==> config.mk <==
export PLATFORM = sky130hd
export DESIGN_NAME = sio_disk_command_responder
export DESIGN_NICKNAME = d
export VERILOG_FILES = /design/src/design/sdcr_pkg.sv /design/src/design/sio_disk_command_responder.sv /design/src/design/sdcr_front.sv /design/src/design/sdcr_queue.sv /design/src/design/sdcr_back.sv
export SDC_FILE = /design/constraint.sdc
export NUM_CORES = 1
export LEC_CHECK = 0
export ABC_AREA = 1
export BUFFER_PORTS_ARGS = -buffer_cell sky130_fd_sc_hd__buf_2
export CORE_MARGIN = 2
export CORE_UTILIZATION = 54
export CTS_BUF_LIST = sky130_fd_sc_hd__clkbuf_4
export DETAILED_ROUTE_END_ITERATION = 10
export GPL_TIMING_DRIVEN = 0
export PLACE_DENSITY = 0.72
export SETUP_SLACK_MARGIN = 0.4
export SLEW_MARGIN = 10
export SYNTH_ARGS = -nofsm -noshare
export SYNTH_HDL_FRONTEND = slang
export SYNTH_SLANG_ARGS = --single-unit
==> constraint.sdc <==
create_clock -name aclk -period 5.5 [get_ports aclk]
set_input_delay 0 -clock aclk [delete_from_list [all_inputs] [get_ports aclk]]
set_output_delay 0 -clock aclk [all_outputs]
set_load 0.05 [all_outputs]
==> src/design/sdcr_pkg.sv <==
// Shared types, codes and helpers for the SIO disk command responder.
package sdcr_pkg;

    localparam int NUM_DRIVES = 4;

    // Input function codes (carried on s_tuser)
    localparam logic [1:0] FN_CMD    = 2'd0;
    localparam logic [1:0] FN_FETCH  = 2'd1;
    localparam logic [1:0] FN_SECTOR = 2'd2;

    // Configuration register indexes
    localparam logic [2:0] REG_MOUNTED = 3'd0;
    localparam logic [2:0] REG_DENSE   = 3'd1;
    localparam logic [2:0] REG_COUNT_1 = 3'd2;
    localparam logic [2:0] REG_COUNT_2 = 3'd3;
    localparam logic [2:0] REG_COUNT_3 = 3'd4;
    localparam logic [2:0] REG_COUNT_4 = 3'd5;

    // Bus bytes
    localparam logic [7:0] B_ACK      = 8'h41;
    localparam logic [7:0] B_NAK      = 8'h4E;
    localparam logic [7:0] B_COMPLETE = 8'h43;
    localparam logic [7:0] B_ERROR    = 8'h45;
    localparam logic [7:0] OP_READ    = 8'h52;
    localparam logic [7:0] OP_STATUS  = 8'h53;
    localparam logic [7:0] OP_SPEED   = 8'h3F;
    localparam logic [7:0] ID_FIRST   = 8'h31;

    // Status reply bytes
    localparam logic [7:0] ST_BASE  = 8'h10;
    localparam logic [7:0] ST_DENSE = 8'h20;
    localparam logic [7:0] ST_B1    = 8'hFF;
    localparam logic [7:0] ST_B2    = 8'hE0;
    localparam logic [7:0] ST_B3    = 8'h00;

    // Image layout
    localparam logic [23:0] HDR_BYTES   = 24'd16;
    localparam logic [23:0] BOOT_BYTES  = 24'd384;
    localparam logic [8:0]  LEN_SINGLE  = 9'd128;
    localparam logic [8:0]  LEN_DOUBLE  = 9'd256;

    localparam int QUEUE_DEPTH = 4;
    localparam int QPTR_W      = $clog2(QUEUE_DEPTH);

    typedef struct packed {
        logic [3:0]       mounted;
        logic [3:0]       dense;
        logic [3:0][15:0] count;
    } cfg_t;

    // Response jobs handed from front to back
    typedef enum logic [3:0] {
        J_NAK, J_STATUS, J_SPEED, J_RD_ERR, J_RD_REQ,
        J_COMPLETE, J_ERROR, J_BYTE, J_BYTE_SUM
    } job_kind_t;

    typedef struct packed {
        job_kind_t   kind;
        logic [7:0]  data;     // status byte or echoed data byte
        logic [7:0]  aux;      // checksum byte
        logic [1:0]  drive;
        logic [23:0] offset;
        logic [8:0]  length;
    } job_t;

    // End-around-carry add
    function automatic logic [7:0] eac_add(input logic [7:0] s, input logic [7:0] b);
        logic [8:0] sum;
        sum = {1'b0, s} + {1'b0, b};
        return sum[8] ? (sum[7:0] + 8'd1) : sum[7:0];
    endfunction

endpackage

==> src/design/sio_disk_command_responder.sv <==
// SIO disk command responder: top level with configuration registers.
// The first reply item passes through the job queue, the back end's job register and its output register.
// Throughput: one input item per cycle while the 4-entry job queue has room; the
// output register sends one item per cycle while m_tready is high, with a bubble
// when the back end starts from empty. A status reply holds the back end until all its items are sent.
// Reset (aresetn low, synchronous) clears config, frame state, read phase and queue.
module sio_disk_command_responder import sdcr_pkg::*; (
    input  logic        aclk,
    input  logic        aresetn,
    // Configuration write port
    input  logic        cfg_we,
    input  logic [2:0]  cfg_index,
    input  logic [15:0] cfg_wdata,
    // Input items
    input  logic        s_tvalid,
    output logic        s_tready,
    input  logic [31:0] s_tdata,   // cmd_byte[7:0], cmd_index[15:8], fetch_ok[16],
                                   // sector_byte[24:17], zero fill
    input  logic [1:0]  s_tuser,   // func[1:0]
    // Result items
    output logic        m_tvalid,
    input  logic        m_tready,
    output logic [47:0] m_tdata,   // tx_byte[7:0], fetch_drive[9:8], fetch_offset[33:10],
                                   // fetch_length[42:34], zero fill
    output logic        m_tuser,   // kind
    output logic        m_tlast    // last
);

    cfg_t cfg_reg, cfg_next;

    // Register writes; indexes past the list are dropped
    always_comb begin
        cfg_next = cfg_reg;
        if (cfg_we) begin
            case (cfg_index)
                REG_MOUNTED: cfg_next.mounted  = cfg_wdata[3:0];
                REG_DENSE:   cfg_next.dense    = cfg_wdata[3:0];
                REG_COUNT_1: cfg_next.count[0] = cfg_wdata;
                REG_COUNT_2: cfg_next.count[1] = cfg_wdata;
                REG_COUNT_3: cfg_next.count[2] = cfg_wdata;
                REG_COUNT_4: cfg_next.count[3] = cfg_wdata;
                default: ;
            endcase
        end
    end

    always_ff @(posedge aclk) begin
        if (!aresetn) begin
            cfg_reg <= '0;
        end else begin
            cfg_reg <= cfg_next;
        end
    end

    logic  q_full;
    logic  push;
    job_t  push_job;
    logic  pop;
    logic  head_valid;
    job_t  head_job;
    logic  accept;

    // Front only sees an item when the queue can take its job
    assign s_tready = !q_full;
    assign accept   = s_tvalid && s_tready;

    sdcr_front u_front (
        .aclk           (aclk),
        .aresetn        (aresetn),
        .cfg            (cfg_reg),
        .in_valid       (accept),
        .in_func        (s_tuser),
        .in_cmd_byte    (s_tdata[7:0]),
        .in_cmd_index   (s_tdata[15:8]),
        .in_fetch_ok    (s_tdata[16]),
        .in_sector_byte (s_tdata[24:17]),
        .push           (push),
        .push_job       (push_job)
    );

    sdcr_queue u_queue (
        .aclk       (aclk),
        .aresetn    (aresetn),
        .push       (push),
        .push_job   (push_job),
        .full       (q_full),
        .pop        (pop),
        .head_valid (head_valid),
        .head_job   (head_job)
    );

    logic [7:0]  tx_byte;
    logic [1:0]  fetch_drive;
    logic [23:0] fetch_offset;
    logic [8:0]  fetch_length;

    sdcr_back u_back (
        .aclk       (aclk),
        .aresetn    (aresetn),
        .head_valid (head_valid),
        .head_job   (head_job),
        .pop        (pop),
        .out_valid  (m_tvalid),
        .out_ready  (m_tready),
        .out_kind   (m_tuser),
        .out_tx     (tx_byte),
        .out_drive  (fetch_drive),
        .out_offset (fetch_offset),
        .out_length (fetch_length),
        .out_last   (m_tlast)
    );

    assign m_tdata = {5'd0, fetch_length, fetch_offset, fetch_drive, tx_byte};

endmodule

==> src/design/sdcr_front.sv <==
// Front end: frame assembly, frame check, read phase tracking, job generation.
module sdcr_front import sdcr_pkg::*; (
    input  logic        aclk,
    input  logic        aresetn,
    input  cfg_t        cfg,
    input  logic        in_valid,
    input  logic [1:0]  in_func,
    input  logic [7:0]  in_cmd_byte,
    input  logic [7:0]  in_cmd_index,
    input  logic        in_fetch_ok,
    input  logic [7:0]  in_sector_byte,
    output logic        push,
    output job_t        push_job
);

    typedef enum logic [1:0] {PH_IDLE, PH_AWAIT, PH_STREAM} phase_t;

    phase_t      phase_reg, phase_next;
    logic [7:0]  store_reg [4];
    logic        store_we;
    logic [2:0]  fill_reg, fill_next;
    logic        open_reg, open_next;
    logic [7:0]  fsum_reg, fsum_next;      // running frame checksum
    logic [7:0]  rsum_reg, rsum_next;      // running reply checksum
    logic [8:0]  left_reg, left_next;

    // Frame decode (valid once four bytes are stored)
    logic [7:0]  id_off;
    logic        drv_ok;
    logic [1:0]  drv;
    logic        dense;
    logic [15:0] sector;
    logic        sec_bad;
    logic [8:0]  size;
    logic [23:0] offset;
    logic [15:0] sec_m;
    logic [7:0]  st_byte;
    logic [8:0]  left_dec;
    logic [7:0]  rsum_add;

    always_comb begin
        id_off  = store_reg[0] - ID_FIRST;
        drv_ok  = (store_reg[0] >= ID_FIRST) && ({24'd0, id_off} < NUM_DRIVES);
        drv     = id_off[1:0];
        dense   = cfg.dense[drv];
        sector  = {store_reg[3], store_reg[2]};
        sec_bad = (sector == 16'd0) || (sector > cfg.count[drv]);
        if (sector <= 16'd3) begin
            size   = LEN_SINGLE;
            sec_m  = sector - 16'd1;
            offset = HDR_BYTES + ({8'd0, sec_m} << 7);
        end else begin
            size   = dense ? LEN_DOUBLE : LEN_SINGLE;
            sec_m  = sector - 16'd4;
            offset = HDR_BYTES + BOOT_BYTES + ({8'd0, sec_m} << (dense ? 8 : 7));
        end
        st_byte  = ST_BASE | (dense ? ST_DENSE : 8'h00);
        left_dec = (left_reg != 9'd0) ? (left_reg - 9'd1) : 9'd0;
        rsum_add = eac_add(rsum_reg, in_sector_byte);
    end

    always_comb begin
        phase_next = phase_reg;
        fill_next  = fill_reg;
        open_next  = open_reg;
        fsum_next  = fsum_reg;
        rsum_next  = rsum_reg;
        left_next  = left_reg;
        store_we   = 1'b0;
        push       = 1'b0;
        push_job   = '{kind: J_NAK, data: 8'd0, aux: 8'd0, drive: 2'd0,
                       offset: 24'd0, length: 9'd0};
        if (in_valid) begin
            case (in_func)
                FN_CMD: begin
                    if (phase_reg == PH_IDLE) begin
                        if (in_cmd_index == 8'd0) begin
                            store_we  = 1'b1;
                            fill_next = 3'd1;
                            open_next = 1'b1;
                            fsum_next = in_cmd_byte;
                        end else if (open_reg && in_cmd_index == {5'd0, fill_reg}) begin
                            if (fill_reg < 3'd4) begin
                                store_we  = 1'b1;
                                fill_next = fill_reg + 3'd1;
                                fsum_next = eac_add(fsum_reg, in_cmd_byte);
                            end else begin
                                fill_next = 3'd0;
                                open_next = 1'b0;
                                if (drv_ok && cfg.mounted[drv]) begin
                                    push = 1'b1;
                                    if (fsum_reg != in_cmd_byte) begin
                                        push_job.kind = J_NAK;
                                    end else begin
                                        case (store_reg[1])
                                            OP_STATUS: begin
                                                push_job.kind = J_STATUS;
                                                push_job.data = st_byte;
                                                push_job.aux  = eac_add(eac_add(eac_add(
                                                    st_byte, ST_B1), ST_B2), ST_B3);
                                            end
                                            OP_SPEED: push_job.kind = J_SPEED;
                                            OP_READ: begin
                                                if (sec_bad) begin
                                                    push_job.kind = J_RD_ERR;
                                                end else begin
                                                    push_job.kind   = J_RD_REQ;
                                                    push_job.drive  = drv;
                                                    push_job.offset = offset;
                                                    push_job.length = size;
                                                    phase_next      = PH_AWAIT;
                                                    left_next       = size;
                                                    rsum_next       = 8'd0;
                                                end
                                            end
                                            default: push_job.kind = J_NAK;
                                        endcase
                                    end
                                end
                            end
                        end
                    end
                end
                FN_FETCH: begin
                    if (phase_reg == PH_AWAIT) begin
                        push = 1'b1;
                        if (in_fetch_ok) begin
                            push_job.kind = J_COMPLETE;
                            phase_next    = PH_STREAM;
                            rsum_next     = 8'd0;
                        end else begin
                            push_job.kind = J_ERROR;
                            phase_next    = PH_IDLE;
                            left_next     = 9'd0;
                        end
                    end
                end
                FN_SECTOR: begin
                    if (phase_reg == PH_STREAM) begin
                        push          = 1'b1;
                        push_job.data = in_sector_byte;
                        push_job.aux  = rsum_add;
                        rsum_next     = rsum_add;
                        left_next     = left_dec;
                        if (left_dec == 9'd0) begin
                            push_job.kind = J_BYTE_SUM;
                            phase_next    = PH_IDLE;
                        end else begin
                            push_job.kind = J_BYTE;
                        end
                    end
                end
                default: ;
            endcase
        end
    end

    always_ff @(posedge aclk) begin
        if (!aresetn) begin
            phase_reg <= PH_IDLE;
            fill_reg  <= 3'd0;
            open_reg  <= 1'b0;
            fsum_reg  <= 8'd0;
            rsum_reg  <= 8'd0;
            left_reg  <= 9'd0;
        end else begin
            phase_reg <= phase_next;
            fill_reg  <= fill_next;
            open_reg  <= open_next;
            fsum_reg  <= fsum_next;
            rsum_reg  <= rsum_next;
            left_reg  <= left_next;
        end
    end

    // Frame bytes: no reset, only read after a full frame is stored
    always_ff @(posedge aclk) begin
        if (store_we) begin
            store_reg[fill_next[1:0] - 2'd1] <= in_cmd_byte;
        end
    end

endmodule

==> src/design/sdcr_queue.sv <==
// Job queue between front and back.
module sdcr_queue import sdcr_pkg::*; (
    input  logic  aclk,
    input  logic  aresetn,
    input  logic  push,
    input  job_t  push_job,
    output logic  full,
    input  logic  pop,
    output logic  head_valid,
    output job_t  head_job
);

    job_t              mem_reg [QUEUE_DEPTH];
    logic [QPTR_W-1:0] wr_reg, wr_next;
    logic [QPTR_W-1:0] rd_reg, rd_next;
    logic [QPTR_W:0]   cnt_reg, cnt_next;
    logic              do_push, do_pop;

    always_comb begin
        full       = (cnt_reg == (QPTR_W+1)'(QUEUE_DEPTH));
        head_valid = (cnt_reg != '0);
        head_job   = mem_reg[rd_reg];
        do_push    = push && !full;
        do_pop     = pop && head_valid;
        wr_next    = do_push ? wr_reg + 1'b1 : wr_reg;
        rd_next    = do_pop ? rd_reg + 1'b1 : rd_reg;
        cnt_next   = cnt_reg + (QPTR_W+1)'(do_push) - (QPTR_W+1)'(do_pop);
    end

    always_ff @(posedge aclk) begin
        if (!aresetn) begin
            wr_reg  <= '0;
            rd_reg  <= '0;
            cnt_reg <= '0;
        end else begin
            wr_reg  <= wr_next;
            rd_reg  <= rd_next;
            cnt_reg <= cnt_next;
        end
    end

    always_ff @(posedge aclk) begin
        if (do_push) begin
            mem_reg[wr_reg] <= push_job;
        end
    end

endmodule

==> src/design/sdcr_back.sv <==
// Back end: expands each job into its reply items and drives the output register.
module sdcr_back import sdcr_pkg::*; (
    input  logic         aclk,
    input  logic         aresetn,
    input  logic         head_valid,
    input  job_t         head_job,
    output logic         pop,
    output logic         out_valid,
    input  logic         out_ready,
    output logic         out_kind,
    output logic [7:0]   out_tx,
    output logic [1:0]   out_drive,
    output logic [23:0]  out_offset,
    output logic [8:0]   out_length,
    output logic         out_last
);

    logic        busy_reg, busy_next;
    job_t        job_reg, job_next;
    logic [2:0]  step_reg, step_next;
    logic        ov_reg, ov_next;
    logic        ok_reg;
    logic [7:0]  tx_reg;
    logic [1:0]  drv_reg;
    logic [23:0] off_reg;
    logic [8:0]  len_reg;
    logic        last_reg;
    logic        load;

    // Current item from job and step
    logic        it_kind;
    logic [7:0]  it_tx;
    logic        it_last;
    logic        it_end;     // final item of the job, not always a reply's last

    always_comb begin
        it_kind = 1'b0;
        it_tx   = 8'd0;
        it_last = 1'b0;
        case (job_reg.kind)
            J_NAK: begin
                it_tx   = B_NAK;
                it_last = 1'b1;
            end
            J_STATUS: begin
                case (step_reg)
                    3'd0:    it_tx = B_ACK;
                    3'd1:    it_tx = B_COMPLETE;
                    3'd2:    it_tx = job_reg.data;
                    3'd3:    it_tx = ST_B1;
                    3'd4:    it_tx = ST_B2;
                    3'd5:    it_tx = ST_B3;
                    default: begin
                        it_tx   = job_reg.aux;
                        it_last = 1'b1;
                    end
                endcase
            end
            J_SPEED: begin
                case (step_reg)
                    3'd0:    it_tx = B_ACK;
                    3'd1:    it_tx = B_COMPLETE;
                    3'd2:    it_tx = 8'd0;
                    default: it_last = 1'b1;
                endcase
            end
            J_RD_ERR: begin
                if (step_reg == 3'd0) begin
                    it_tx = B_ACK;
                end else begin
                    it_tx   = B_ERROR;
                    it_last = 1'b1;
                end
            end
            J_RD_REQ: begin
                if (step_reg == 3'd0) begin
                    it_tx = B_ACK;
                end else begin
                    it_kind = 1'b1;
                    it_last = 1'b1;
                end
            end
            J_COMPLETE: it_tx = B_COMPLETE;
            J_ERROR: begin
                it_tx   = B_ERROR;
                it_last = 1'b1;
            end
            J_BYTE:     it_tx = job_reg.data;
            J_BYTE_SUM: begin
                if (step_reg == 3'd0) begin
                    it_tx = job_reg.data;
                end else begin
                    it_tx   = job_reg.aux;
                    it_last = 1'b1;
                end
            end
            default: it_last = 1'b1;
        endcase
        // single-item jobs that sit inside a longer reply
        it_end = it_last || (job_reg.kind inside {J_COMPLETE, J_BYTE});
    end

    always_comb begin
        busy_next = busy_reg;
        job_next  = job_reg;
        step_next = step_reg;
        pop       = 1'b0;
        load      = busy_reg && (!ov_reg || out_ready);
        ov_next   = load ? 1'b1 : (ov_reg && !out_ready);
        if (load) begin
            if (it_end) begin
                pop       = head_valid;
                busy_next = head_valid;
                job_next  = head_job;
                step_next = 3'd0;
            end else begin
                step_next = step_reg + 3'd1;
            end
        end else if (!busy_reg && head_valid) begin
            pop       = 1'b1;
            busy_next = 1'b1;
            job_next  = head_job;
            step_next = 3'd0;
        end
    end

    always_ff @(posedge aclk) begin
        if (!aresetn) begin
            busy_reg <= 1'b0;
            step_reg <= 3'd0;
            ov_reg   <= 1'b0;
        end else begin
            busy_reg <= busy_next;
            step_reg <= step_next;
            ov_reg   <= ov_next;
        end
    end

    always_ff @(posedge aclk) begin
        job_reg <= job_next;
        if (load) begin
            ok_reg   <= it_kind;
            tx_reg   <= it_tx;
            drv_reg  <= it_kind ? job_reg.drive : 2'd0;
            off_reg  <= it_kind ? job_reg.offset : 24'd0;
            len_reg  <= it_kind ? job_reg.length : 9'd0;
            last_reg <= it_last;
        end
    end

    assign out_valid  = ov_reg;
    assign out_kind   = ok_reg;
    assign out_tx     = tx_reg;
    assign out_drive  = drv_reg;
    assign out_offset = off_reg;
    assign out_length = len_reg;
    assign out_last   = last_reg;

endmodule

==> impl_metrics.yaml <==
setup_path:
  arrival_ps: 5150
  r2r_end: "u_queue.mem_reg[0][27]"
  r2r_start: "u_front.store_reg[0][0]"
  r2r_cells: 19
  critPathLaunchType: "flip-flop"
  cp.required_ps: 6040
  cp-end-kind: "flip-flop"
  critPathLaunch: "u_front.store_reg[0][0]"
  worstSetupPathType: "flip-flop to flip-flop"
  r2r_slack_ps: 890
  critPathMaxFanout: 10
sta:
  worstMarginPinSlew_ps: 1110
  fin_skew_ps: 68.9
  fmaxAchievable_mhz: 217
  finalSetupViolations: 0
  period_needed_ps: 4610
  hold_viol: 0
  slew_viol_final: 0
  fin_crit_sh_pct: 83.8
  worst_slack_ps: 893
  relSlewSlack_pct: 25.1
  rsz0062_at_grt: "false"
grt:
  grt_pass1_wl_um: 82100
  grt_max_degree: 40
  antenna_found_initial: 2
  gr-usage-all-layers_pct: 26.7
  grt.overflow.total: 0
  grt_pass1_vias: 16500
placement:
  place_hpwl_um: 35200
  io_buffers: 90
  dp_slack_ps: 441
  gp_congestion: 0.936
min_path:
  min_to: "u_front.rsum_reg[1]"
  worstHoldPathCells: 12
  min_from: "s_tdata[15]"
  hold_class: "primary input to flip-flop"
clock_tree:
  cts.sinks: 427
  post-cts-setup-buffer-count: 0
  htree_levels: 3
  path_clk_slew_ps: 60
  cts_root_buf: "clkbuf_4"
  cts_buffer_depth: 3
  clk_latency_ps: 810
  cts_tree: "done"
  cts_made_buffers: 107
power:
  p_per_area_nw_per_um2: 355
  ir_drop_mv: 0.211
  p_leak_nw: 10.0
yosys:
  synth_cells: 2262
  yosysUniqueCellTypes: 53
  syn_area_um2: 20500
  synth_common_cells: "nor2_1, nand2_1, edfxtp_1"
  async_reset_ff_share_pct: 0
  yosysWarnings: 0
  synth-main-ff-cell: "edfxtp_1"
  synth_top_area_cell: "edfxtp_1"
  synth_top_area_share_pct: 45.5
  synth.most_common_cell: "nor2_1"
  yosys_register_bits: 427
  yosys-top-cells-area: "edfxtp_1, dfxtp_1, nor2_1"
  syn_area_per_cell_um2: 9.05
  synth_edf_count: 310
  ys_seq_area_share_pct: 56.9
finish:
  fill_cells: 3108
  multi_input_area_um2: 7630
  layout-drive-gt1-share_pct: 13.8
  final_util_pct: 64.4
  ff_latch_area_um2: 11700
  syn_to_final_growth_pct: 17.8
  largest_register_ffs: 192
  fin_nets: 2713
die:
  core_area_um2: 37500
  die_area_um2: 39500
  die_h_um: 199
  rows: 71
  io-pin-count: 110
  die_w_um: 199
  start_util_pct: 54.6
route:
  vias_per_cell: 5.33
  firstDrtPassIters: 8
  drc: 0
  postRouteAntennaNets: 0
  wl_um: 51200
  avgRoutedWirePerCell_um: 16.1
  drt_iter0_markers: 1259
  vias: 16900
run_status:
  status: "finished, final reports clean"
flow_run:
  maxCapViolations: 0
-- report_power, final --
part / internal [mW] / switching, mW
Clock: 1.22 / 1.24
Combinational: 0.567 / 1.51
Sequential: 3.92 / 0.121
Total: 5.70 / 2.86
-- final cells by class --
cell class | instances | share of cell area [%]
Multi-Input combinational cell | 1533 | 31.6
Buffer | 88 | 1.78
Clock buffer | 145 | 4.51
Clock inverter | 35 | 0.648
Timing Repair Buffer | 196 | 6.68
Inverter | 243 | 3.80
Tap cell | 511 | 2.65
Sequential cell | 427 | 48.3
Antenna cell | 3 | 0.0311
-- worst max-delay path by stage --
stage	end	slack (ps)	cells past startpoint
6_report	u_queue.mem_reg[0][27]	890	19
5_1_grt	u_queue.mem_reg[2][26]	560	22
4_1_cts	u_queue.mem_reg[0][24]	440	22
3_5_place_dp	u_queue.mem_reg[3][24]	440	22
3_3_place_gp	u_queue.mem_reg[0][18]	-1540	13
2_1_floorplan	u_queue.mem_reg[0][10]	950	13
-- through the flow --
stage          hold WS [ps]  TNS [ps]  std cells  total power [mW]  area (um2)
6_report               90.5         0       3181              8.57       24100
5_1_grt               0.849         0       3181              9.05       24100
4_1_cts                1.64         0       3178              8.62       24100
3_5_place_dp            288         0       2899              6.11       21900
3_3_place_gp            285   -283310       2892              6.05       21700
2_1_floorplan          98.9         0       2291              5.50       20600
-- routing by layer --
| layer | vias to the layer above | global-route usage [%] | part of all wire, % |
|---|---|---|---|
| met5 | - | 0 | 0 |
| met4 | 0 | 11.4 | 3.0 |
| met3 | 112 | 4.61 | 6.1 |
| met2 | 606 | 44.9 | 49 |
| met1 | 7879 | 34.0 | 42 |
| li1 | 8348 | - | - |
-- critical path: stages (launching register included) --
cell      delay [ps]
edfxtp_1         370
buf_6            160
inv_6             70
clkbuf_2         250
clkbuf_2         310
ha_1             200
buf_2            240
clkbuf_1         560
a21oi_1          230
ha_1             340
nand2_1           60
nor3_1           250
nand3_1          110
nand2_1          160
nand2_1           90
inv_1            110
nand3_2          210
inv_2            170
o21ai_2          100
a21oi_1          340
-- what timing repair did --
action | 4_1_cts | 5_1_grt
hold buffers | 99 | 0
endpoints found under the hold margin | 222 | 0
gates resized for setup | 0 | 6
endpoints found under the setup margin | 0 | 81
-- cells by family (layout without fill, tap and decap cells) --
logic type	Yosys count	count (layout)	synth area share, %
buffers and inverters	331	707	6.56
XOR/XNOR	16	16	0.684
flip-flops	427	427	56.9
adder cells (fa/ha/maj)	59	59	3.71
AND/OR/NAND/NOR	1006	1006	21.1
other	1	33	0.0183
AO/OA/AOI/OAI	422	422	11.0
-- cell usage in the layout (no fill, tap or decap), types with 97 or more instances in the layout --
cell type | synthesis | final
a21oi_1 | 104 | 103
buf_2 | 7 | 97
clkbuf_4 | 0 | 145
dfxtp_1 | 117 | 117
dlygate4sd3_1 | 0 | 99
edfxtp_1 | 310 | 310
inv_1 | 224 | 223
nand2_1 | 331 | 330
nand3_1 | 104 | 104
nor2_1 | 447 | 443
o21ai_0 | 227 | 227
No activity file was read; power rests on OpenSTA's default activity.
